--- src/hw/rtl/iar_pkg.sv ---
package iar_pkg;

	// Input word width; the low VALUE_WIDTH bits of the value port, here all 64, are converted
	localparam int VALUE_WIDTH = 64;

	// Digit slots: enough for octal, which is the longest form
	localparam int NUM_DIGITS = (VALUE_WIDTH + 2) / 3;
	localparam int DIGIT_W    = 4;
	localparam int DREG_W     = NUM_DIGITS * DIGIT_W;

	// Counter widths
	localparam int BIT_CNT_W = $clog2(VALUE_WIDTH + 1);
	localparam int DIG_CNT_W = $clog2(NUM_DIGITS + 1);

	// ASCII offsets
	localparam logic [6:0] CHAR_ZERO        = 7'd48;
	localparam logic [6:0] LOWER_HEX_OFFSET = 7'd87;
	localparam logic [6:0] UPPER_HEX_OFFSET = 7'd55;
	localparam logic [6:0] DIGIT_NINE       = 7'd9;

	// Conversion modes; the unused codes convert as unsigned decimal
	localparam logic [2:0] OP_SIGNED_DEC   = 3'd0;
	localparam logic [2:0] OP_UNSIGNED_DEC = 3'd1;
	localparam logic [2:0] OP_OCTAL        = 3'd2;
	localparam logic [2:0] OP_HEX_LOWER    = 3'd3;
	localparam logic [2:0] OP_HEX_UPPER    = 3'd4;

	typedef enum logic [1:0] {
		ST_IDLE,
		ST_DABBLE,
		ST_SKIP,
		ST_EMIT
	} state_t;

	// Digit value to ASCII code
	function automatic logic [6:0] to_char(input logic [DIGIT_W-1:0] d, input logic upper);
		logic [6:0] dw;
		dw = 7'(d);
		if (dw <= DIGIT_NINE) begin
			to_char = dw + CHAR_ZERO;
		end else if (upper) begin
			to_char = dw + UPPER_HEX_OFFSET;
		end else begin
			to_char = dw + LOWER_HEX_OFFSET;
		end
	endfunction

endpackage

--- src/hw/rtl/integer_to_ascii_radix_top.sv ---
// Integer to ASCII converter. A request carries a VALUE_WIDTH-bit value and a mode
// (signed decimal, unsigned decimal, octal, lower or upper hex); the block returns
// the digits most significant first, one ASCII character per response, with
// last_digit set on the final one. Zero gives "0"; signed decimal gives the
// magnitude only. Each request is taken in the idle state; in decimal modes the
// BCD digits are then built by shift-and-add-3 through one shared correction unit,
// one value bit per step; then leading zero digit slots are dropped, and the block
// moves on to sending; then the digits are sent when the response side is ready.
// Dropped slots and sent digits always add up to NUM_DIGITS (22), and a waiting
// digit that the response side holds back stalls the sending. req_ready is low
// while a request is converted; it rises as the last digit enters the response
// register, so the next request may be taken while that digit still waits.
module integer_to_ascii_radix_top (
	input  logic       clk,
	input  logic       arst_n,
	input  logic       req_valid,
	output logic       req_ready,
	input  logic [2:0] operation,
	input  logic [63:0] value,
	output logic       rsp_valid,
	input  logic       rsp_ready,
	output logic [6:0] digit_char,
	output logic       last_digit
);

	iar_pkg::state_t state_q, state_d;

	logic [iar_pkg::VALUE_WIDTH-1:0] bin_q;
	logic [iar_pkg::DREG_W-1:0]      dig_q;
	logic [iar_pkg::BIT_CNT_W-1:0]   bit_cnt_q;
	logic [iar_pkg::DIG_CNT_W-1:0]   dig_cnt_q;
	logic                            upper_q;
	logic                            rsp_valid_q;
	logic [6:0]                      char_q;
	logic                            last_q;

	logic                            take_req;
	logic                            do_dabble;
	logic                            do_shift;
	logic                            load_rsp;
	logic                            is_decimal;
	logic [iar_pkg::VALUE_WIDTH-1:0] mag;
	logic [iar_pkg::DREG_W-1:0]      padded;
	logic [iar_pkg::DREG_W-1:0]      oct_digits;
	logic [iar_pkg::DREG_W-1:0]      corr;
	logic [iar_pkg::DIGIT_W-1:0]     top_digit;

	// Request decode: magnitude for signed decimal, radix selection
	always_comb begin
		mag = value[iar_pkg::VALUE_WIDTH-1:0];
		if (operation == iar_pkg::OP_SIGNED_DEC && mag[iar_pkg::VALUE_WIDTH-1]) begin
			mag = ~mag + 1'b1;
		end
		is_decimal = !(operation inside {iar_pkg::OP_OCTAL, iar_pkg::OP_HEX_LOWER,
			iar_pkg::OP_HEX_UPPER});
	end

	// Octal and hex digits are plain bit groups, widened to digit slots
	always_comb begin
		padded = iar_pkg::DREG_W'(mag);
		for (int j = 0; j < iar_pkg::NUM_DIGITS; j++) begin
			oct_digits[j*iar_pkg::DIGIT_W +: iar_pkg::DIGIT_W] = {1'b0, padded[j*3 +: 3]};
		end
	end

	// Shared add-3 correction over all BCD digits
	always_comb begin
		for (int j = 0; j < iar_pkg::NUM_DIGITS; j++) begin
			if (dig_q[j*iar_pkg::DIGIT_W +: iar_pkg::DIGIT_W] >= 4'd5) begin
				corr[j*iar_pkg::DIGIT_W +: iar_pkg::DIGIT_W] =
					dig_q[j*iar_pkg::DIGIT_W +: iar_pkg::DIGIT_W] + 4'd3;
			end else begin
				corr[j*iar_pkg::DIGIT_W +: iar_pkg::DIGIT_W] =
					dig_q[j*iar_pkg::DIGIT_W +: iar_pkg::DIGIT_W];
			end
		end
	end

	assign top_digit = dig_q[iar_pkg::DREG_W-1 -: iar_pkg::DIGIT_W];

	// Sequencer: next state and step controls
	always_comb begin
		state_d   = state_q;
		take_req  = 1'b0;
		do_dabble = 1'b0;
		do_shift  = 1'b0;
		load_rsp  = 1'b0;
		req_ready = 1'b0;
		case (state_q)
			iar_pkg::ST_IDLE: begin
				req_ready = 1'b1;
				if (req_valid) begin
					take_req = 1'b1;
					state_d  = is_decimal ? iar_pkg::ST_DABBLE : iar_pkg::ST_SKIP;
				end
			end
			iar_pkg::ST_DABBLE: begin
				do_dabble = 1'b1;
				if (bit_cnt_q == iar_pkg::BIT_CNT_W'(1)) begin
					state_d = iar_pkg::ST_SKIP;
				end
			end
			iar_pkg::ST_SKIP: begin
				if (top_digit == '0 && dig_cnt_q > iar_pkg::DIG_CNT_W'(1)) begin
					do_shift = 1'b1;
				end else begin
					state_d = iar_pkg::ST_EMIT;
				end
			end
			iar_pkg::ST_EMIT: begin
				if (!rsp_valid_q || rsp_ready) begin
					load_rsp = 1'b1;
					do_shift = 1'b1;
					if (dig_cnt_q == iar_pkg::DIG_CNT_W'(1)) begin
						state_d = iar_pkg::ST_IDLE;
					end
				end
			end
			default: begin
				state_d = iar_pkg::ST_IDLE;
			end
		endcase
	end

	// State register
	always_ff @(posedge clk or negedge arst_n) begin
		if (!arst_n) begin
			state_q <= iar_pkg::ST_IDLE;
		end else begin
			state_q <= state_d;
		end
	end

	// Working registers: binary value, digit register, counters
	always_ff @(posedge clk) begin
		if (take_req) begin
			bin_q     <= mag;
			bit_cnt_q <= iar_pkg::BIT_CNT_W'(iar_pkg::VALUE_WIDTH);
			dig_cnt_q <= iar_pkg::DIG_CNT_W'(iar_pkg::NUM_DIGITS);
			upper_q   <= (operation == iar_pkg::OP_HEX_UPPER);
			if (is_decimal) begin
				dig_q <= '0;
			end else if (operation == iar_pkg::OP_OCTAL) begin
				dig_q <= oct_digits;
			end else begin
				dig_q <= padded;
			end
		end else if (do_dabble) begin
			dig_q     <= {corr[iar_pkg::DREG_W-2:0], bin_q[iar_pkg::VALUE_WIDTH-1]};
			bin_q     <= {bin_q[iar_pkg::VALUE_WIDTH-2:0], 1'b0};
			bit_cnt_q <= bit_cnt_q - 1'b1;
		end else if (do_shift) begin
			dig_q     <= {dig_q[iar_pkg::DREG_W-iar_pkg::DIGIT_W-1:0], {iar_pkg::DIGIT_W{1'b0}}};
			dig_cnt_q <= dig_cnt_q - 1'b1;
		end
	end

	// Response register
	always_ff @(posedge clk or negedge arst_n) begin
		if (!arst_n) begin
			rsp_valid_q <= 1'b0;
		end else if (load_rsp) begin
			rsp_valid_q <= 1'b1;
		end else if (rsp_ready) begin
			rsp_valid_q <= 1'b0;
		end
	end

	always_ff @(posedge clk) begin
		if (load_rsp) begin
			char_q <= iar_pkg::to_char(top_digit, upper_q);
			last_q <= (dig_cnt_q == iar_pkg::DIG_CNT_W'(1));
		end
	end

	assign rsp_valid  = rsp_valid_q;
	assign digit_char = char_q;
	assign last_digit = last_q;

endmodule

--- config.mk ---
export PLATFORM = sky130hd
export DESIGN_NAME = integer_to_ascii_radix_top
export DESIGN_NICKNAME = d
export VERILOG_FILES = /design/src/hw/rtl/iar_pkg.sv /design/src/hw/rtl/integer_to_ascii_radix_top.sv
export SDC_FILE = /design/constraint.sdc
export NUM_CORES = 1
export LEC_CHECK = 0
export BUFFER_PORTS_ARGS = -buffer_cell sky130_fd_sc_hd__buf_2
export CELL_PAD_IN_SITES_DETAIL_PLACEMENT = 1
export CELL_PAD_IN_SITES_GLOBAL_PLACEMENT = 1
export CORE_ASPECT_RATIO = 1.2
export CORE_UTILIZATION = 44
export CTS_BUF_LIST = sky130_fd_sc_hd__clkbuf_4 sky130_fd_sc_hd__clkbuf_8
export CTS_CLUSTER_DIAMETER = 120
export DETAILED_ROUTE_END_ITERATION = 10
export PLACE_DENSITY = 0.87
export SLEW_MARGIN = 10
export SYNTH_ARGS = -nofsm -noshare
export SYNTH_HDL_FRONTEND = slang
export SYNTH_SLANG_ARGS = --single-unit
export TNS_END_PERCENT = 5
--- constraint.sdc ---
create_clock -name clk -period 4.8 [get_ports clk]
set_input_delay 0.24 -clock clk [delete_from_list [all_inputs] [get_ports clk]]
set_output_delay 0.24 -clock clk [all_outputs]
set_load 0.02 [all_outputs]
-- Word-level counts from Yosys, hierarchy flattened
Index checks and enable logic that the tools add are counted.
- output and inout port bits: 10
- word-level logic and storage cells: 138
- bits in registers: 176
- reductions and logical operators: 13
- eq/ne operators: 13
- add/sub/neg operators: 28
- mux-type cells: 49
- bitwise logic cells: 2
- magnitude comparators: 24
- operator list (operator ; count):
    88-bit two-way mux ; 3
    64-bit two-way mux ; 3
    85-bit two-way mux ; 2
    4-bit by 3-bit >= comparator with 1-bit output, second input constant ; 22
    4-bit by 2-bit adder with 4-bit output, second input constant ; 21
    4-bit two-way mux ; 21
    64-bit by 1-bit adder with 64-bit output, second input constant ; 1
    64-bit inverter ; 1
    4-bit by 6-bit adder with 7-bit output, second input constant ; 2
    7-bit two-way mux ; 2
    2-bit two-way mux ; 6
    2-bit != test, second input constant ; 5
    1-bit two-way mux ; 9
    2-bit one-hot mux with 4 select lines ; 1
    4-bit by 7-bit adder with 7-bit output, second input constant ; 1
    7-bit by 1-bit equality test with 1-bit output, second input constant ; 1
    7-bit by 1-bit subtractor with 7-bit output, second input constant ; 1
    3-bit by 2-bit equality test with 1-bit output, second input constant ; 2
    3-bit nonzero test ; 2
    5-bit by 1-bit equality test with 1-bit output, second input constant ; 1
    5-bit by 1-bit greater-than comparator with 1-bit output, second input constant ; 1
    5-bit AND reduction ; 1
    5-bit by 1-bit subtractor with 5-bit output, second input constant ; 1
    2-bit equality test, second input constant ; 2
    15 further kinds ; 17

-- Logic depth before layout (Yosys ltp)
Gate-level depths: netlist of the first run.
- word-level depth: 7
- mapped depth: 10
- depth with buffers taken out: 8

-- Worst setup path after synthesis of the first run
OpenSTA, ideal clock, no wires.
- kind: reg-to-reg
- from: register state_q[0]
- to: register dig_q[0] (netlist name), enable pin
- stages on the path, launching flop included: 9
- data required time: 4.349 ns
- setup time: 0.451 ns
- arrival: 4.775 ns
- setup slack: -0.426 ns
- cells stage by stage: dfrtp_1 inv_1 ha_1 nand2_1 inv_1 clkbuf_1 nor2_1 inv_1 or3_1
- word-level cells in the longest chain between the ends: 3
- RTL lines (item ; RTL line ; text):
    from (decl) ; integer_to_ascii_radix_top.sv:26 ; iar_pkg::state_t state_q, state_d;
    from (signal assigned) ; integer_to_ascii_radix_top.sv:128 ; state_q <= iar_pkg::ST_IDLE;
    from (signal assigned) ; integer_to_ascii_radix_top.sv:130 ; state_q <= state_d;
    2-bit equality test (tied with other cells) ; integer_to_ascii_radix_top.sv:89 ; case (state_q)
    1-bit one-hot mux with 2 select lines or 1-bit two-way mux (tied branches) ; integer_to_ascii_radix_top.sv:89 ;
    3-bit nonzero test (no source line) * ; n/a ;
    to (signal assigned) ; integer_to_ascii_radix_top.sv:144 ; dig_q <= oct_digits;
    to (signal assigned) ; integer_to_ascii_radix_top.sv:146 ; dig_q <= padded;
    to (signal assigned) ; integer_to_ascii_radix_top.sv:149 ; dig_q <= {corr[iar_pkg::DREG_W-2:0], bin_q[iar_pkg::VALUE_WIDTH-1]};
    to (decl) ; integer_to_ascii_radix_top.sv:29 ; logic [iar_pkg::DREG_W-1:0] dig_q;
Mark *: on every way between the ends. The rest lies on a longest branch, timed or not.
A chain may end at the register's enable or synchronous reset.

-- Worst setup path in the final report of the first run
- from: register state_q[1]
- to: register dig_q[8] (netlist name) (data pin)
- word-level cells in the longest chain between the ends: 4
- RTL lines (item ; RTL line ; text):
    2-bit by 1-bit equality test with 1-bit output ; integer_to_ascii_radix_top.sv:89 ;
    1-bit two-way mux ; integer_to_ascii_radix_top.sv:89 ;
    88-bit two-way mux ; integer_to_ascii_radix_top.sv:148 ; end else if (do_dabble) begin
    88-bit two-way mux * ; integer_to_ascii_radix_top.sv:136 ; if (take_req) begin
    to (signal assigned) ; integer_to_ascii_radix_top.sv:146 ;
    to (signal assigned) ; integer_to_ascii_radix_top.sv:149 ;
    to (signal assigned) ; integer_to_ascii_radix_top.sv:153 ; dig_q <= {dig_q[iar_pkg::DREG_W-iar_pkg::DIGIT_W-1:0], {iar_pkg::DIGIT_W{1'b0}}};
Marked as above.

==> impl_metrics.json, run 1 <==
{
  "outcome": "finished clean",
  "final_util_pct": 49.56,
  "startpoint": "state_q[1]",
  "initial_utilization_pct": 45.23,
  "netlist_area_sq_um": 12030,
  "routedWlPerCell_microns": 22.03,
  "r2r_slack_ns": 1.66,
  "multi_input_area_sq_um": 6375,
  "routed_wirelength_mm": 37.99,
  "min_path_type": "in -> reg",
  "die_height_microns": 183.1,
  "yosys_warnings": 0,
  "timing_worst_setup_path_type": "reg -> reg",
  "power_density_nw_per_um2": 703.1,
  "nNetsFinal": 1502,
  "synth_nets": 1456,
  "fmax_mhz": 318.9,
  "r2r-start": "state_q[1]",
  "internal_power_mw": 5.210,
  "cts_tree": "built",
  "dp_hpwl_mm": 26.78,
  "p_leak_nw": 4.925,
  "arrival_ns": 3.50,
  "p_seq_share_pct": 40.0,
  "drv_slew": 0,
  "numCtsBuffers": 17,
  "diodes": 0,
  "path_max_fanout": 90,
  "relSlewSlack_pct": 24.51,
  "clock_latency_ns": 0.51,
  "min_period_ns": 3.136,
  "antenna_found_initial": 0,
  "cts_setup_buffers": 0,
  "synth_edf_count": 161,
  "clk_path_buf_depth": 2,
  "finalCritPeriodShare_pct": 65.34,
  "die_x_microns": 152.9,
  "drc": 0,
  "hold_viol": 0,
  "cts_sinks": 176,
  "worst_pin_slew_ns": 1.126,
  "grt_usage_pct": 27.77,
  "seqCellArea_sq_um": 5150,
  "rsz0062_at_grt": "no",
  "gp_congestion": 0.8686,
  "critPathLaunchType": "flip-flop",
  "p_comb_share_pct": 47.3,
  "postRouteAntennaNets": 0,
  "drive_gt1_share_pct": 11.15,
  "dr.first_iter.drc_count": 977,
  "io_buffers": 80,
  "syn_to_final_growth_pct": 9.569,
  "coreArea_sq_um": 26590,
  "syn_inst": 1331,
  "grt_max_degree": 91,
  "max_cap_viol_count": 0,
  "skew_ns": 0.01957,
  "synth_top_area_share_pct": 40.19,
  "clkTransAtPathRegs_ns": 0.11,
  "fillers": 3101,
  "synth_area_leaders": "edfxtp_1, ha_1, xnor2_1",
  "grt_pass1_vias": 11210,
  "rr_worst_depth": 8,
  "crit_path_end_kind": "flip-flop",
  "synth_largest_area_cell": "edfxtp_1",
  "grt_pass1_wl_mm": 60.53,
  "critPathRequiredTime_ns": 5.16,
  "ys_seq_area_share_pct": 42.81,
  "p_clk_share_pct": 12.7,
  "grt_overflow": 0,
  "swShare_pct": 43.78,
  "vdd_ir_drop_max_mv": 0.3185,
  "ys_ff_latch": 176,
  "root_buffer": "clkbuf_8",
  "vias": 10870,
  "viasPerCell": 6.301,
  "tns_ns": 0,
  "p_sw_mw": 4.057,
  "setup_violations": 0,
  "dieArea_sq_um": 28010,
  "endpoint": "dig_q[8]",
  "r2r_end": "dig_q[8]",
  "async_reset_ff_share_pct": 1.705,
  "synth_cell_types": 67,
  "synth_ff_type": "edfxtp_1",
  "syn_area_per_cell_sq_um": 9.038,
  "drtPass1Iterations": 8,
  "ios": 81,
  "htree_num_levels": 4,
  "std_cell_rows": 65
}
-- cells by family (layout without fill, tap and decap cells) --
logic type,count (synthesis),after routing,synth area share (%)
XOR/XNOR,95,95,6.917
multiplexers,35,35,2.996
flip-flops,176,176,42.81
adder cells (fa/ha/maj),54,54,5.617
buffers and inverters,143,202,4.504
AO/OA/AOI/OAI,396,396,20.09
AND/OR/NAND/NOR,432,432,17.07
-- what timing repair did --
item / in CTS / in global routing
hold endpoints to repair: 3 / 0
resized for setup: 0 / 0
hold buffers: 1 / 0
-- synth_stat cells (10+ instances only) --
cell	n
nand2_1	172
edfxtp_1	161
o21ai_0	132
nor2_1	92
a21oi_1	80
xnor2_1	77
inv_1	73
clkbuf_1	59
ha_1	54
nand3_1	45
a31oi_1	39
mux2i_1	27
nand2b_1	27
nor3_1	25
o21ai_1	20
o22ai_1	19
xor2_1	18
nor4_1	16
dfxtp_1	12
a221oi_1	11
a21o_1	10
a22oi_1	10
or3_1	10
-- power groups by stage --
stage | registers (mW) | clock network [mW] | logic (mW)
after floorplan | 3.55 | 0 | 3.17
after global placement | 3.66 | 0 | 4.05
after detailed placement | 3.72 | 0 | 4.32
after CTS | 3.69 | 1.19 | 4.38
after global routing | 3.81 | 1.23 | 4.91
final | 3.71 | 1.17 | 4.39
-- metrics by stage --
stage / hold WS, ns / cell area (sq um) / std cells / total power [mW] / setup WS, ns
finish: 0.05470 / 13180 / 1725 / 9.267 / 1.664
detailed placement: 0.04472 / 12740 / 1692 / 8.044 / 1.711
global placement: 0.04061 / 12740 / 1692 / 7.706 / 1.776
CTS: 0.03676 / 13180 / 1725 / 9.260 / 1.699
global route: 0.04263 / 13180 / 1725 / 9.953 / 1.446
floorplan: -0.05559 / 12030 / 1331 / 6.725 / 0.3985
-- layout by cell type (no fill, tap or decap), types with 8 or more instances in the layout --
cell / n
o21ai_0: 132
nor4_1: 16
xnor2_1: 77
a31oi_1: 39
dfxtp_1: 12
xor2_1: 18
ha_1: 53
buf_2: 80
o22ai_1: 19
a21o_1: 10
mux2i_1: 27
o21ai_1: 20
inv_1: 71
clkbuf_8: 17
edfxtp_1: 161
a221oi_1: 11
nor3_1: 25
mux2_2: 8
nand2b_1: 27
a222oi_1: 8
a21oi_1: 80
buf_4: 16
o221ai_1: 8
nand2_1: 171
nor2_1: 90
a22oi_1: 10
or3_1: 9
nand3_1: 45
-- sequential cells by signal, summed over array words and instances (netlist names) --
name and flops:
state_q 2, last_digit 1, digit_char 7, rsp_valid 1
bit_cnt_q 7, upper_q 1, dig_cnt_q 5, dig_q 88
bin_q 64
-- cell type report --
| type | count | share of cell area, % |
|---|---|---|
| Timing Repair Buffer | 97 | 4.025 |
| Tap cell | 335 | 3.180 |
| Inverter | 73 | 2.079 |
| Clock buffer | 17 | 1.775 |
| Sequential cell | 176 | 39.07 |
| Multi-Input combinational cell | 1012 | 48.37 |
| Clock inverter | 15 | 1.500 |
-- worst min path at each step --
stage	from	to	slack (ns)	cells past startpoint
final	rsp_ready	rsp_valid	0.05	3
after floorplan	arst_n	rsp_valid	-0.06	0
after detailed placement	arst_n	rsp_valid	0.04	1
after global routing	arst_n	state_q[0]	0.04	2
after CTS	arst_n	state_q[0]	0.04	2
after global placement	arst_n	rsp_valid	0.04	1
-- per-layer routing --
layer / part of all wire [%] / vias to the layer above / track usage (%)
li1: - / 4970 / -
met1: 40 / 5401 / 33.41
met2: 50 / 405 / 48.62
met3: 6.2 / 93 / 4.324
met4: 3.8 / 0 / 13.33
met5: 0 / - / 0
-- worst max-delay path, stage by stage (launching register included) --
cell	delay, ns
dfrtp_1	0.42
inv_1	0.14
ha_1	0.34
nand2_4	0.12
inv_2	0.09
buf_4	0.77
nand2_1	0.62
o22ai_1	0.33
o21bai_1	0.14
Power figures use the tool's default switching activity.
==> inputs of run 2 (changes only) <==
Clock period 4.8 ns to 2.68 ns, I/O delays scaled along.
==> run 2 against run 1 <==
Utilization is 1.2 points higher; final cell count increased by 1.7%; maximum frequency is 31% higher; sequential share of layout area decreased by 0.90 points; via count rose by 1.6%; hold slack lost 0.0079 ns; die area stayed put; clock skew is 0.0015 ns higher; clock power is 70% higher; clock-buffer cell count up 3; highest routed layer unchanged.
==> impl_metrics.json, run 2 (synthesis gave the netlist of run 1 again) <==
{
  "routed_wirelength_mm": 39.33,
  "critPathLaunchType": "flip-flop",
  "startpoint": "state_q[0]",
  "dp_hpwl_mm": 27.93,
  "p_sw_mw": 7.359,
  "worstHoldEndpoint": "dig_q[9]",
  "internal_power_mw": 9.480,
  "r2r_slack_ns": 0.28,
  "timing_worst_setup_path_type": "reg -> reg",
  "final_area_sq_um": 13490,
  "critPathRequiredTime_ns": 2.92,
  "p_comb_share_pct": 48.6,
  "final_cell_mix": "nand2_1, edfxtp_1, o21ai_0, nor2_1",
  "crit_path_end_kind": "flip-flop",
  "diodes": 0,
  "fmax_mhz": 417.0,
  "dpl_cell_area_sq_um": 13060,
  "largest-register": "dig_q",
  "grt_pass1_wl_mm": 63.09,
  "drive_gt1_share_pct": 13.10,
  "dieArea_sq_um": 28010,
  "power_density_nw_per_um2": 1248,
  "hold_viol": 0,
  "io_buffers": 80,
  "coreArea_sq_um": 26590,
  "hp-start": "value[7]",
  "arrival_ns": 2.64,
  "vias": 11040,
  "drtPass1Iterations": 6,
  "std_cell_rows": 65,
  "final_util_pct": 50.73,
  "r2r_end": "dig_q[55]",
  "routedWlPerCell_microns": 22.41,
  "gp_congestion": 0.8948,
  "cts_sinks": 176,
  "die_height_microns": 183.1,
  "die_x_microns": 152.9,
  "grt_overflow": 0,
  "drc": 0,
  "reg_top3": "dig_q x88, bin_q x64",
  "rsz0062_at_grt": "no",
  "pre_cts_ws_ns": 0.1795,
  "clk_path_buf_depth": 2,
  "outcome": "finished clean",
  "cts_tree": "built",
  "clock_latency_ns": 0.51,
  "root_buffer": "clkbuf_8",
  "swShare_pct": 43.70,
  "rr_worst_depth": 8,
  "grt_max_degree": 92,
  "largest_reg_flops": 88,
  "max_cap_viol_count": 0,
  "grt_usage_pct": 29.01,
  "drv_slew": 0,
  "initial_utilization_pct": 45.23,
  "min_period_ns": 2.398,
  "numCtsBuffers": 17,
  "worst_pin_slew_ns": 0.9403,
  "finalCritPeriodShare_pct": 89.49,
  "skew_ns": 0.02107,
  "clkTransAtPathRegs_ns": 0.10,
  "path_max_fanout": 36,
  "setup_slack_ns": 0.2818,
  "r2r-start": "state_q[0]",
  "nNetsFinal": 1532,
  "min_path_type": "in -> reg",
  "grt_pass1_vias": 11700,
  "final_common_cell": "nand2_1",
  "p_clk_share_pct": 11.8,
  "viasPerCell": 6.291,
  "hold_ws_ns": 0.04684,
  "postRouteAntennaNets": 0,
  "min_path_cells": 2,
  "antenna_found_initial": 0,
  "setup_violations": 0,
  "vdd_ir_drop_max_mv": 1.156,
  "relSlewSlack_pct": 37.31,
  "dr.first_iter.drc_count": 866,
  "p_seq_share_pct": 39.6,
  "p_leak_nw": 5.092,
  "ios": 81,
  "syn_to_final_growth_pct": 12.15,
  "htree_num_levels": 4
}
==> run 2: changes by cell type in the layout (fill, tap and decap cells not counted), moves of 2 or more <==
cell	change
buf_4	+21
buf_12	+7
clkbuf_8	+3
inv_6	-3
dlygate4sd3_1	+2
inv_1	-2
inv_4	+2
inv_8	-2
==> run 2: cell type report <==
| type | count | area [sq um] |
|---|---|---|
| Tap cell | 335 | 419.2 |
| Inverter | 73 | 277.8 |
| Clock inverter | 12 | 128.9 |
| Fill cell | 3119 | 13100 |
| Timing Repair Buffer | 127 | 848.3 |
| Sequential cell | 176 | 5150 |
| Multi-Input combinational cell | 1012 | 6391 |
| Clock buffer | 20 | 275.3 |
==> run 2: layer usage <==
| metal | GRT usage [%] | wire, microns |
|---|---|---|
| met2 | 50.07 | 19520 |
| met4 | 16.16 | 1983 |
| met3 | 4.513 | 2286 |
| met5 | 0 | 0 |
| met1 | 34.66 | 15540 |
==> run 2: what timing repair did <==
action / in CTS / in global routing
resized for setup: 0 / 0
setup buffers: 0 / 0
hold buffers: 3 / 0
hold endpoints to repair: 4 / 0
==> run 2: worst max-delay path: stages (launching register included) <==
cell and delay [ns]:
dfrtp_1 0.44, inv_2 0.09, ha_4 0.20, nand2_4 0.10
inv_2 0.07, nor2_4 0.39, clkinvlp_4 0.18, or3_4 0.45
buf_12 0.20
==> run 2: power by group through the flow <==
| stage | clock network, mW | registers [mW] | logic, mW |
|---|---|---|---|
| 6_report | 1.99 | 6.66 | 8.18 |
| 3_5_place_dp | 0 | 6.68 | 8.11 |
| 4_1_cts | 2.01 | 6.64 | 8.20 |
| 2_1_floorplan | 0 | 6.33 | 5.77 |
| 5_1_grt | 2.10 | 6.85 | 9.14 |
| 3_3_place_gp | 0 | 6.58 | 7.56 |
==> run 2: worst max-delay path by stage <==
stage | to | slack, ns | depth (start not counted)
after global routing | dig_cnt_q[3] | 0.1 | 9
after global placement | dig_q[48] | 0.23 | 7
final | dig_q[55] | 0.28 | 8
after floorplan | dig_q[0] | -0.50 | 8
after detailed placement | dig_q[48] | 0.18 | 7
after CTS | dig_q[55] | 0.30 | 8
==> run 2: through the flow <==
stage | setup TNS [ns] | std cells | total power [mW]
floorplan | -43.94 | 1331 | 12.10
global placement | 0 | 1720 | 14.15
detailed placement | 0 | 1720 | 14.80
CTS | 0 | 1755 | 16.85
global route | 0 | 1755 | 18.09
finish | 0 | 1755 | 16.84
